**src/rtl/tmes_pkg.sv**
```systemverilog
`timescale 1ns / 1ps
package tmes_pkg;

	localparam int QUEUE_DEPTH_DEF = 32;
	localparam int CMD_FIFO_DEPTH = 2;
	localparam int CMD_PTR_W = $clog2(CMD_FIFO_DEPTH);
	localparam int CMD_CNT_W = $clog2(CMD_FIFO_DEPTH + 1);

	localparam logic [3:0] MIDI_NOTE_OFF = 4'h8;
	localparam logic [3:0] MIDI_NOTE_ON = 4'h9;
	localparam logic [3:0] MIDI_CONTROLLER = 4'hB;
	localparam logic [3:0] MIDI_PROGRAM = 4'hC;
	localparam logic [3:0] MIDI_PITCH_WHEEL = 4'hE;

	localparam logic [2:0] ACT_NOTE_OFF = 3'd0;
	localparam logic [2:0] ACT_NOTE_ON = 3'd1;
	localparam logic [2:0] ACT_CONTROLLER = 3'd2;
	localparam logic [2:0] ACT_PROGRAM = 3'd3;
	localparam logic [2:0] ACT_PITCH_WHEEL = 3'd4;
	localparam logic [2:0] ACT_IGNORED = 3'd5;
	localparam logic [2:0] ACT_DROPPED = 3'd6;

	localparam logic [1:0] CELL_HOLD = 2'd0;
	localparam logic [1:0] CELL_INSERT = 2'd1;
	localparam logic [1:0] CELL_SHIFT = 2'd2;
	localparam logic [1:0] CELL_SUB = 2'd3;

	typedef struct packed {
		logic [15:0] offset;
		logic [7:0] status;
		logic [6:0] d1;
		logic [6:0] d2;
	} entry_t;

	typedef struct packed {
		logic advance;
		logic [15:0] value;
		logic [7:0] status;
		logic [6:0] d1;
		logic [6:0] d2;
	} cmd_t;

	typedef struct packed {
		logic [1:0] op;
		entry_t ins;
		logic [15:0] n;
	} cell_ctl_t;

	function automatic logic [2:0] decode_action(input logic [7:0] status, input logic [6:0] d2);
		logic [2:0] act;
		case (status[7:4])
			MIDI_NOTE_OFF: act = ACT_NOTE_OFF;
			MIDI_NOTE_ON: act = (d2 == 7'd0) ? ACT_NOTE_OFF : ACT_NOTE_ON;
			MIDI_CONTROLLER: act = ACT_CONTROLLER;
			MIDI_PROGRAM: act = ACT_PROGRAM;
			MIDI_PITCH_WHEEL: act = ACT_PITCH_WHEEL;
			default: act = ACT_IGNORED;
		endcase
		return act;
	endfunction

endpackage

```
**src/rtl/timestamped_midi_event_scheduler.sv**
```systemverilog
`timescale 1ns / 1ps
// With the back end idle, a schedule word taken from the command FIFO is inserted into the sorted
// event array, or its dropped result is registered, as the back end takes it; one word per cycle
// unless a dropped result waits on a stalled output. An advance word of nonzero length drains the
// due events, one per cycle while the output accepts them, set by the single head read of the
// event array, then a final offset update pass subtracts the length from the remaining offsets.
// Reset is asynchronous and active low; it empties the event array, command queue and output.
module timestamped_midi_event_scheduler import tmes_pkg::*; #(
	parameter int QUEUE_DEPTH = QUEUE_DEPTH_DEF
) (
	input logic clk,
	input logic arst_n,
	input logic in_valid,
	output logic in_ready,
	input logic kind,
	input logic [15:0] sample_offset,
	input logic [7:0] status_byte,
	input logic [6:0] first_data,
	input logic [6:0] second_data,
	input logic [15:0] block_length,
	output logic out_valid,
	input logic out_ready,
	output logic [15:0] position,
	output logic [3:0] channel,
	output logic [2:0] action,
	output logic [6:0] out_first,
	output logic [6:0] out_second,
	output logic last
);

	logic cmd_valid;
	logic cmd_ready;
	cmd_t cmd;

	tmes_front u_front (
		.clk(clk),
		.arst_n(arst_n),
		.in_valid(in_valid),
		.in_ready(in_ready),
		.kind(kind),
		.sample_offset(sample_offset),
		.status_byte(status_byte),
		.first_data(first_data),
		.second_data(second_data),
		.block_length(block_length),
		.cmd_valid(cmd_valid),
		.cmd_ready(cmd_ready),
		.cmd(cmd)
	);

	tmes_back #(.QUEUE_DEPTH(QUEUE_DEPTH)) u_back (
		.clk(clk),
		.arst_n(arst_n),
		.cmd_valid(cmd_valid),
		.cmd_ready(cmd_ready),
		.cmd(cmd),
		.out_valid(out_valid),
		.out_ready(out_ready),
		.position(position),
		.channel(channel),
		.action(action),
		.out_first(out_first),
		.out_second(out_second),
		.last(last)
	);

endmodule

```
**src/rtl/tmes_front.sv**
```systemverilog
`timescale 1ns / 1ps
module tmes_front import tmes_pkg::*; (
	input logic clk,
	input logic arst_n,
	input logic in_valid,
	output logic in_ready,
	input logic kind,
	input logic [15:0] sample_offset,
	input logic [7:0] status_byte,
	input logic [6:0] first_data,
	input logic [6:0] second_data,
	input logic [15:0] block_length,
	output logic cmd_valid,
	input logic cmd_ready,
	output cmd_t cmd
);

	cmd_t fifo_q [CMD_FIFO_DEPTH];
	logic [CMD_PTR_W-1:0] wr_ptr_q;
	logic [CMD_PTR_W-1:0] rd_ptr_q;
	logic [CMD_CNT_W-1:0] cnt_q;
	cmd_t in_cmd;
	logic push;
	logic pop;

	always_comb begin
		in_cmd.advance = kind;
		in_cmd.value = kind ? block_length : sample_offset;
		in_cmd.status = status_byte;
		in_cmd.d1 = first_data;
		in_cmd.d2 = second_data;
	end

	assign in_ready = (cnt_q != CMD_CNT_W'(CMD_FIFO_DEPTH));
	assign cmd_valid = (cnt_q != '0);
	assign cmd = fifo_q[rd_ptr_q];
	assign push = in_valid && in_ready;
	assign pop = cmd_valid && cmd_ready;

	always_ff @(posedge clk) begin
		if (push) begin
			fifo_q[wr_ptr_q] <= in_cmd;
		end
	end

	always_ff @(posedge clk or negedge arst_n) begin
		if (!arst_n) begin
			wr_ptr_q <= '0;
			rd_ptr_q <= '0;
			cnt_q <= '0;
		end else begin
			if (push) begin
				wr_ptr_q <= wr_ptr_q + 1'b1;
			end
			if (pop) begin
				rd_ptr_q <= rd_ptr_q + 1'b1;
			end
			if (push && !pop) begin
				cnt_q <= cnt_q + 1'b1;
			end else if (pop && !push) begin
				cnt_q <= cnt_q - 1'b1;
			end
		end
	end

endmodule

```
**src/rtl/tmes_cells.sv**
```systemverilog
`timescale 1ns / 1ps
module tmes_cells import tmes_pkg::*; #(
	parameter int QUEUE_DEPTH = QUEUE_DEPTH_DEF,
	localparam int CW = $clog2(QUEUE_DEPTH + 1)
) (
	input logic clk,
	input logic arst_n,
	input cell_ctl_t ctl,
	output entry_t head,
	output logic [15:0] second_offset,
	output logic [CW-1:0] count
);

	entry_t q_q [QUEUE_DEPTH];
	logic [CW-1:0] count_q;
	logic [QUEUE_DEPTH-1:0] after;

	always_comb begin
		for (int i = 0; i < QUEUE_DEPTH; i++) begin
			after[i] = !((CW'(i) < count_q) && (q_q[i].offset <= ctl.ins.offset));
		end
	end

	for (genvar g = 0; g < QUEUE_DEPTH; g++) begin : g_cell
		entry_t from_left;
		entry_t from_right;
		logic take_new;

		if (g == 0) begin : g_first
			assign from_left = ctl.ins;
			assign take_new = 1'b1;
		end else begin : g_mid
			assign from_left = q_q[g-1];
			assign take_new = !after[g-1];
		end

		if (g == QUEUE_DEPTH - 1) begin : g_last
			assign from_right = q_q[g];
		end else begin : g_inner
			assign from_right = q_q[g+1];
		end

		always_ff @(posedge clk) begin
			case (ctl.op)
				CELL_INSERT: begin
					if (after[g]) begin
						q_q[g] <= take_new ? ctl.ins : from_left;
					end
				end
				CELL_SHIFT: q_q[g] <= from_right;
				CELL_SUB: q_q[g].offset <= q_q[g].offset - ctl.n;
				default: ;
			endcase
		end
	end

	always_ff @(posedge clk or negedge arst_n) begin
		if (!arst_n) begin
			count_q <= '0;
		end else begin
			case (ctl.op)
				CELL_INSERT: count_q <= count_q + 1'b1;
				CELL_SHIFT: count_q <= count_q - 1'b1;
				default: ;
			endcase
		end
	end

	assign head = q_q[0];
	assign second_offset = q_q[1].offset;
	assign count = count_q;

endmodule

```
**src/rtl/tmes_back.sv**
```systemverilog
`timescale 1ns / 1ps
module tmes_back import tmes_pkg::*; #(
	parameter int QUEUE_DEPTH = QUEUE_DEPTH_DEF
) (
	input logic clk,
	input logic arst_n,
	input logic cmd_valid,
	output logic cmd_ready,
	input cmd_t cmd,
	output logic out_valid,
	input logic out_ready,
	output logic [15:0] position,
	output logic [3:0] channel,
	output logic [2:0] action,
	output logic [6:0] out_first,
	output logic [6:0] out_second,
	output logic last
);

	localparam int CW = $clog2(QUEUE_DEPTH + 1);
	localparam logic [1:0] ST_IDLE = 2'd0;
	localparam logic [1:0] ST_DRAIN = 2'd1;
	localparam logic [1:0] ST_SUB = 2'd2;

	logic [1:0] state_q;
	logic [1:0] state_d;
	logic [15:0] n_q;
	logic out_valid_q;
	logic out_free;
	logic load;
	entry_t load_entry;
	logic [2:0] load_action;
	logic load_last;
	cell_ctl_t ctl;
	entry_t head;
	logic [15:0] second_offset;
	logic [CW-1:0] count;
	logic full;
	logic head_due;
	logic head_last;
	entry_t cmd_entry;

	tmes_cells #(.QUEUE_DEPTH(QUEUE_DEPTH)) u_cells (
		.clk(clk),
		.arst_n(arst_n),
		.ctl(ctl),
		.head(head),
		.second_offset(second_offset),
		.count(count)
	);

	assign out_free = !out_valid_q || out_ready;
	assign full = (count == CW'(QUEUE_DEPTH));
	assign head_due = (count != '0) && (head.offset < n_q);
	assign head_last = (count == CW'(1)) || !(second_offset < n_q);

	always_comb begin
		cmd_entry.offset = cmd.value;
		cmd_entry.status = cmd.status;
		cmd_entry.d1 = cmd.d1;
		cmd_entry.d2 = cmd.d2;
	end

	always_comb begin
		state_d = state_q;
		cmd_ready = 1'b0;
		load = 1'b0;
		load_entry = cmd_entry;
		load_action = ACT_DROPPED;
		load_last = 1'b1;
		ctl.op = CELL_HOLD;
		ctl.ins = cmd_entry;
		ctl.n = n_q;
		case (state_q)
			ST_IDLE: begin
				if (cmd_valid) begin
					if (!cmd.advance) begin
						if (full) begin
							if (out_free) begin
								load = 1'b1;
								cmd_ready = 1'b1;
							end
						end else begin
							ctl.op = CELL_INSERT;
							cmd_ready = 1'b1;
						end
					end else begin
						cmd_ready = 1'b1;
						if (cmd.value != 16'd0) begin
							state_d = ST_DRAIN;
						end
					end
				end
			end
			ST_DRAIN: begin
				load_entry = head;
				load_action = decode_action(head.status, head.d2);
				load_last = head_last;
				if (!head_due) begin
					state_d = ST_SUB;
				end else if (out_free) begin
					load = 1'b1;
					ctl.op = CELL_SHIFT;
					if (head_last) begin
						state_d = ST_SUB;
					end
				end
			end
			ST_SUB: begin
				ctl.op = CELL_SUB;
				state_d = ST_IDLE;
			end
			default: state_d = ST_IDLE;
		endcase
	end

	always_ff @(posedge clk or negedge arst_n) begin
		if (!arst_n) begin
			state_q <= ST_IDLE;
			out_valid_q <= 1'b0;
		end else begin
			state_q <= state_d;
			if (load) begin
				out_valid_q <= 1'b1;
			end else if (out_ready) begin
				out_valid_q <= 1'b0;
			end
		end
	end

	always_ff @(posedge clk) begin
		if (state_q == ST_IDLE && cmd_valid && cmd.advance) begin
			n_q <= cmd.value;
		end
		if (load) begin
			position <= load_entry.offset;
			channel <= load_entry.status[3:0];
			action <= load_action;
			out_first <= load_entry.d1;
			out_second <= load_entry.d2;
			last <= load_last;
		end
	end

	assign out_valid = out_valid_q;

endmodule

```
**config.mk**
```make
export PLATFORM = sky130hd
export DESIGN_NAME = timestamped_midi_event_scheduler
export DESIGN_NICKNAME = d
export VERILOG_FILES = /design/src/rtl/tmes_pkg.sv /design/src/rtl/timestamped_midi_event_scheduler.sv /design/src/rtl/tmes_front.sv /design/src/rtl/tmes_cells.sv /design/src/rtl/tmes_back.sv
export SDC_FILE = /design/constraint.sdc
export NUM_CORES = 2
export LEC_CHECK = 0
export BUFFER_PORTS_ARGS = -buffer_cell sky130_fd_sc_hd__buf_2
export CELL_PAD_IN_SITES_DETAIL_PLACEMENT = 1
export CELL_PAD_IN_SITES_GLOBAL_PLACEMENT = 1
export CORE_MARGIN = 10
export CORE_UTILIZATION = 45
export CTS_CLUSTER_DIAMETER = 150
export DETAILED_ROUTE_END_ITERATION = 10
export PLACE_DENSITY_LB_ADDON = 0.08
export SETUP_SLACK_MARGIN = 0.4
export SYNTH_ARGS = -nofsm -noshare
export SYNTH_HDL_FRONTEND = slang
export SYNTH_SLANG_ARGS = --single-unit
export TNS_END_PERCENT = 10
```
**constraint.sdc**
```tcl
create_clock -name clk -period 9.65 [get_ports clk]
set_input_delay 0.965 -clock clk [delete_from_list [all_inputs] [get_ports clk]]
set_output_delay 0.965 -clock clk [all_outputs]
set_load 0.01 [all_outputs]
```
==> results list <==
* Outcome: finished clean
- TritonCTS built the clock tree.
- Half-perimeter wire length after detailed placement: 281000 µm
* Actual slew at the worst max-slew pin: roughly 1.4 ns
* Maximum clock frequency: roughly 0.14 GHz
- Max Fanout on Critical Path: 35
- Setup violations, final: 0
- The first detailed-routing pass took 5 iterations.
- Count of endpoints failing hold in the final timing report: 0
- Warnings from Yosys: 0
* Vias in the first global route: 94322
* Initial Util: about 45%
- Overall routing resource usage: 31.9%
* Total of hold buffers inserted after clock tree synthesis: 0
- Ys async rst share: 0.955%
* R2R setup slack: 2.71 ns
- Die Span X: between 400 and 500 µm
- Row generation in the floorplan step produced around 170 rows.
* Most used flip-flop cell after synthesis: sky130_fd_sc_hd__edfxtp_1
- Pins over their slew limit: 0
- The routed design has 407000 µm of wire.
* Total of flip-flops plus latches after synthesis: between 1000 and 1500
- In this run the tool buffered the top-level ports with 98 buffer cells.
- Sequential element share of the synthesized area: roughly two fifths
* Startpoint type of the worst setup path: flop
* Capturing point of the worst reg2reg path: u_back.u_cells.q_q[7][12]
- For this block, the via count after detailed routing is 92328.
* Overflow after GRT: 0
- The tool flagged a number of max-cap violations equal to 0.
- Cells resized by post-CTS repair: 0
- Cell with the most instances after synthesis: sky130_fd_sc_hd__o21ai_0
- The initial antenna violation count was 17.
* CTS Buf Count: roughly 170
- Number of buffers inserted by post-CTS setup repair: 0
* Via density: roughly 6.6
* Final worst setup slack: roughly 2.7 ns
- Worst-case hold slack: ~0.16 ns
- Measured along the y axis, the die boundary spans 496 µm.
* Filler cell count in the final layout: around 25000
* Area enclosed by the die boundary: around 250000 µm²
- Required time reported for the critical path endpoint: ~10 ns
* Global-route wire length before repair: 604000 µm
* Arrival time of the worst setup path: 7.40 ns
- Slowest cell on the critical path: sky130_fd_sc_hd__o21bai_2
- Clock root buffer: sky130_fd_sc_hd__clkbuf_16
- Post-synth top cells: sky130_fd_sc_hd__o21ai_0 (1865), sky130_fd_sc_hd__nand2_1 (1784), sky130_fd_sc_hd__edfxtp_1 (1348), sky130_fd_sc_hd__ha_1 (1001), sky130_fd_sc_hd__a21oi_1 (753)
- DRC viols: 0
- The number of different library cells used by synthesis comes to 83.
- Setup repair after global routing left no endpoint under its margin.
- Launching element of the worst setup path: u_front.rd_ptr_q
- The number of nets in the synthesized netlist is 12251.
* Clk buf depth: 3
- Traced cell by cell, the critical path runs through buf_4 > mux2i_4 > buf_4 > buf_4 > ha_1 > nand4_1 > or2_2 > o311ai_0 > a21oi_4 > buf_4 > o21bai_2.
- Area growth syn-to-layout: 9.27%
* Total Negative Setup Slacks: 0 ns
- For the worst flop-to-flop path, the logic depth is 11.
- OpenSTA, run right after detailed placement, puts the worst setup slack at 2.88 ns.
* Largest cells by area after synthesis: sky130_fd_sc_hd__edfxtp_1 (40%), sky130_fd_sc_hd__ha_1 (12%), sky130_fd_sc_hd__o21ai_0 (9.2%), sky130_fd_sc_hd__nand2_1 (6.6%), sky130_fd_sc_hd__a21oi_1 (3.7%)
- The worst setup path is of the flop to flop kind.
- The critical path ends at u_back.u_cells.q_q[7][12].
* Worst reg2reg path startpoint: u_front.rd_ptr_q
* Number of instances in the synthesized netlist: 11159
- The detail route stage leaves a number of antenna-violating nets equal to 0.
- Post-synthesis area per instance: 9.13 µm²
- Worst Skew: approximately 0.065 ns
* Area of the multi-input gates: a little under 60000 µm²
* Class of the worst hold path: input pin to async pin
* Post-layout util: 49.5%
* Shortest clock period the worst path allows after layout: about 6.9 ns
- Largest net degree at the start of global routing: 261
- Last weighted congestion value of the routability-driven placer: 0.887
- Clock tree synthesis found a total of 1361 sinks.
* Delay of the slowest cell on the worst path: 1.10 ns
- The final critical path takes up 72.0% of the cycle.
* Fraction of final layout cells with drive strength greater than 1: slightly above 7%
- # H-tree levels: 4
- STA classifies the critical path endpoint as a flop.
* Cell with the most instances on the worst path: sky130_fd_sc_hd__buf_4
- For this run, the post-layout net count is 11983.
- Clock insertion delay at the later pin of the skew report: 0.86 ns
- After detailed routing, the average wire length per cell comes to 29.0 µm.
- The synthesized design devotes to its leading area cell type between 30% and 40% of total area.
* Post-synth design cell area: 102000 µm²
- In this run, synthesis inferred 1348 flip-flops with an integrated enable.
- DRT iter0 DRCs: 8423
- Pin placement for this block handled 99 I/O pins.
- Relative slew slack: under 10%
- After clock tree synthesis, the clock-pin slew on the worst setup and hold paths is 0.06 ns.
- The core region is 225000 µm².
- Post-synthesis cell type with the largest combined area: sky130_fd_sc_hd__edfxtp_1
- Area of all sequential standard cells: 40800 µm²
==> metal layers <==
| metal | global-route usage (%) | routed length, µm | vias to the layer above | share of wire (%) |
|---|---|---|---|---|
| met2 | 52.2 | 189000 | 3369 | 46 |
| li1 | - | - | 41354 | - |
| met1 | 41.9 | 170000 | 46629 | 42 |
| met3 | 4.82 | 28200 | 972 | 6.9 |
| met4 | 14.3 | 19700 | 4 | 4.8 |
| met5 | 0.270 | 114 | - | 0.028 |
==> logic make-up after synthesis <==
| family | count (synthesis) | synth area share, % |
|---|---|---|
| flops | 1361 | 40.1 |
| mux | 212 | 2.17 |
| compound gates | 4049 | 24.3 |
| fa+ha+maj | 1033 | 12.9 |
| simple gates | 3198 | 13.7 |
| xor+xnor | 383 | 3.29 |
| buf+inv | 923 | 3.49 |
==> layout by cell type, fill, tap and decap left out, drive strengths merged, types with 31 or more instances in the layout <==
cell type  instances
a31oi             49
a32oi             31
nand4            126
edfxtp          1348
nand2           1784
fa                32
buf              300
o21bai            44
a211o            177
a21oi            756
nor2b            106
o21ai           1869
o21a              86
ha              1001
clkbuf           217
nand2b           109
o31ai             37
mux2              67
o211ai            94
nand3            114
nor2             574
o41ai             31
a211oi           108
a22oi            245
a21o             141
xnor2            231
nor3b             34
o221ai            54
or3               68
a221o             80
inv              191
xor2             152
clkinv            70
mux2i            145
and3              33
nor3             123
==> worst max-delay path, delay by kind of cell (launching register included) <==
family | cells | cell delay, ns
flops | 1 | 0.94
fa+ha+maj | 1 | 0.24
compound gates | 3 | 2.21
mux | 1 | 0.44
simple gates | 2 | 0.46
buf+inv | 4 | 2.08
==> cell type report <==
cell class / instances / share of cell area, %
timing repair buffer: 300 / 1.98
antenna: 10 / 0.0225
clock buffer: 217 / 4.04
inverter: 184 / 0.630
multi-input combinational: 8875 / 52.5
tap: 2992 / 3.36
clock inverter: 85 / 0.749
sequential: 1361 / 36.7
==> flip-flops by register name (all words and copies together) (netlist names), 3 cells and up <==
signal                cells
u_back.u_cells.q_q     1216
u_back.u_cells.count      6
u_back.n_q               16
u_back.out_first          7
u_back.out_second         7
u_back.position          16
u_back.channel            4
u_front.fifo_q           78
u_back.action             3
==> worst min path at each step <==
stage / start / end / slack (ns) / cells after the start
after detailed placement: u_front.cnt_q[1] / u_front.cnt_q[1] / 0.50 / 1
after CTS: arst_n / u_back.out_valid / 0.09 / 1
after global routing: arst_n / u_back.out_valid / 0.11 / 1
after global placement: u_front.cnt_q[1] / u_front.cnt_q[1] / 0.48 / 1
after floorplan: u_front.wr_ptr_q / u_front.wr_ptr_q / 0.46 / 1
final: arst_n / u_back.out_valid / 0.16 / 1
==> per-stage QoR <==
stage,cells,cell area [µm²]
floorplan,11159,102000
global placement,13712,106000
detailed placement,13712,106000
CTS,14014,111000
global route,14016,111000
finish,14024,111000
Power is left out: the tool's default activity adds up to more than one toggle a clock period on the data nets, which glitch-free logic cannot reach.
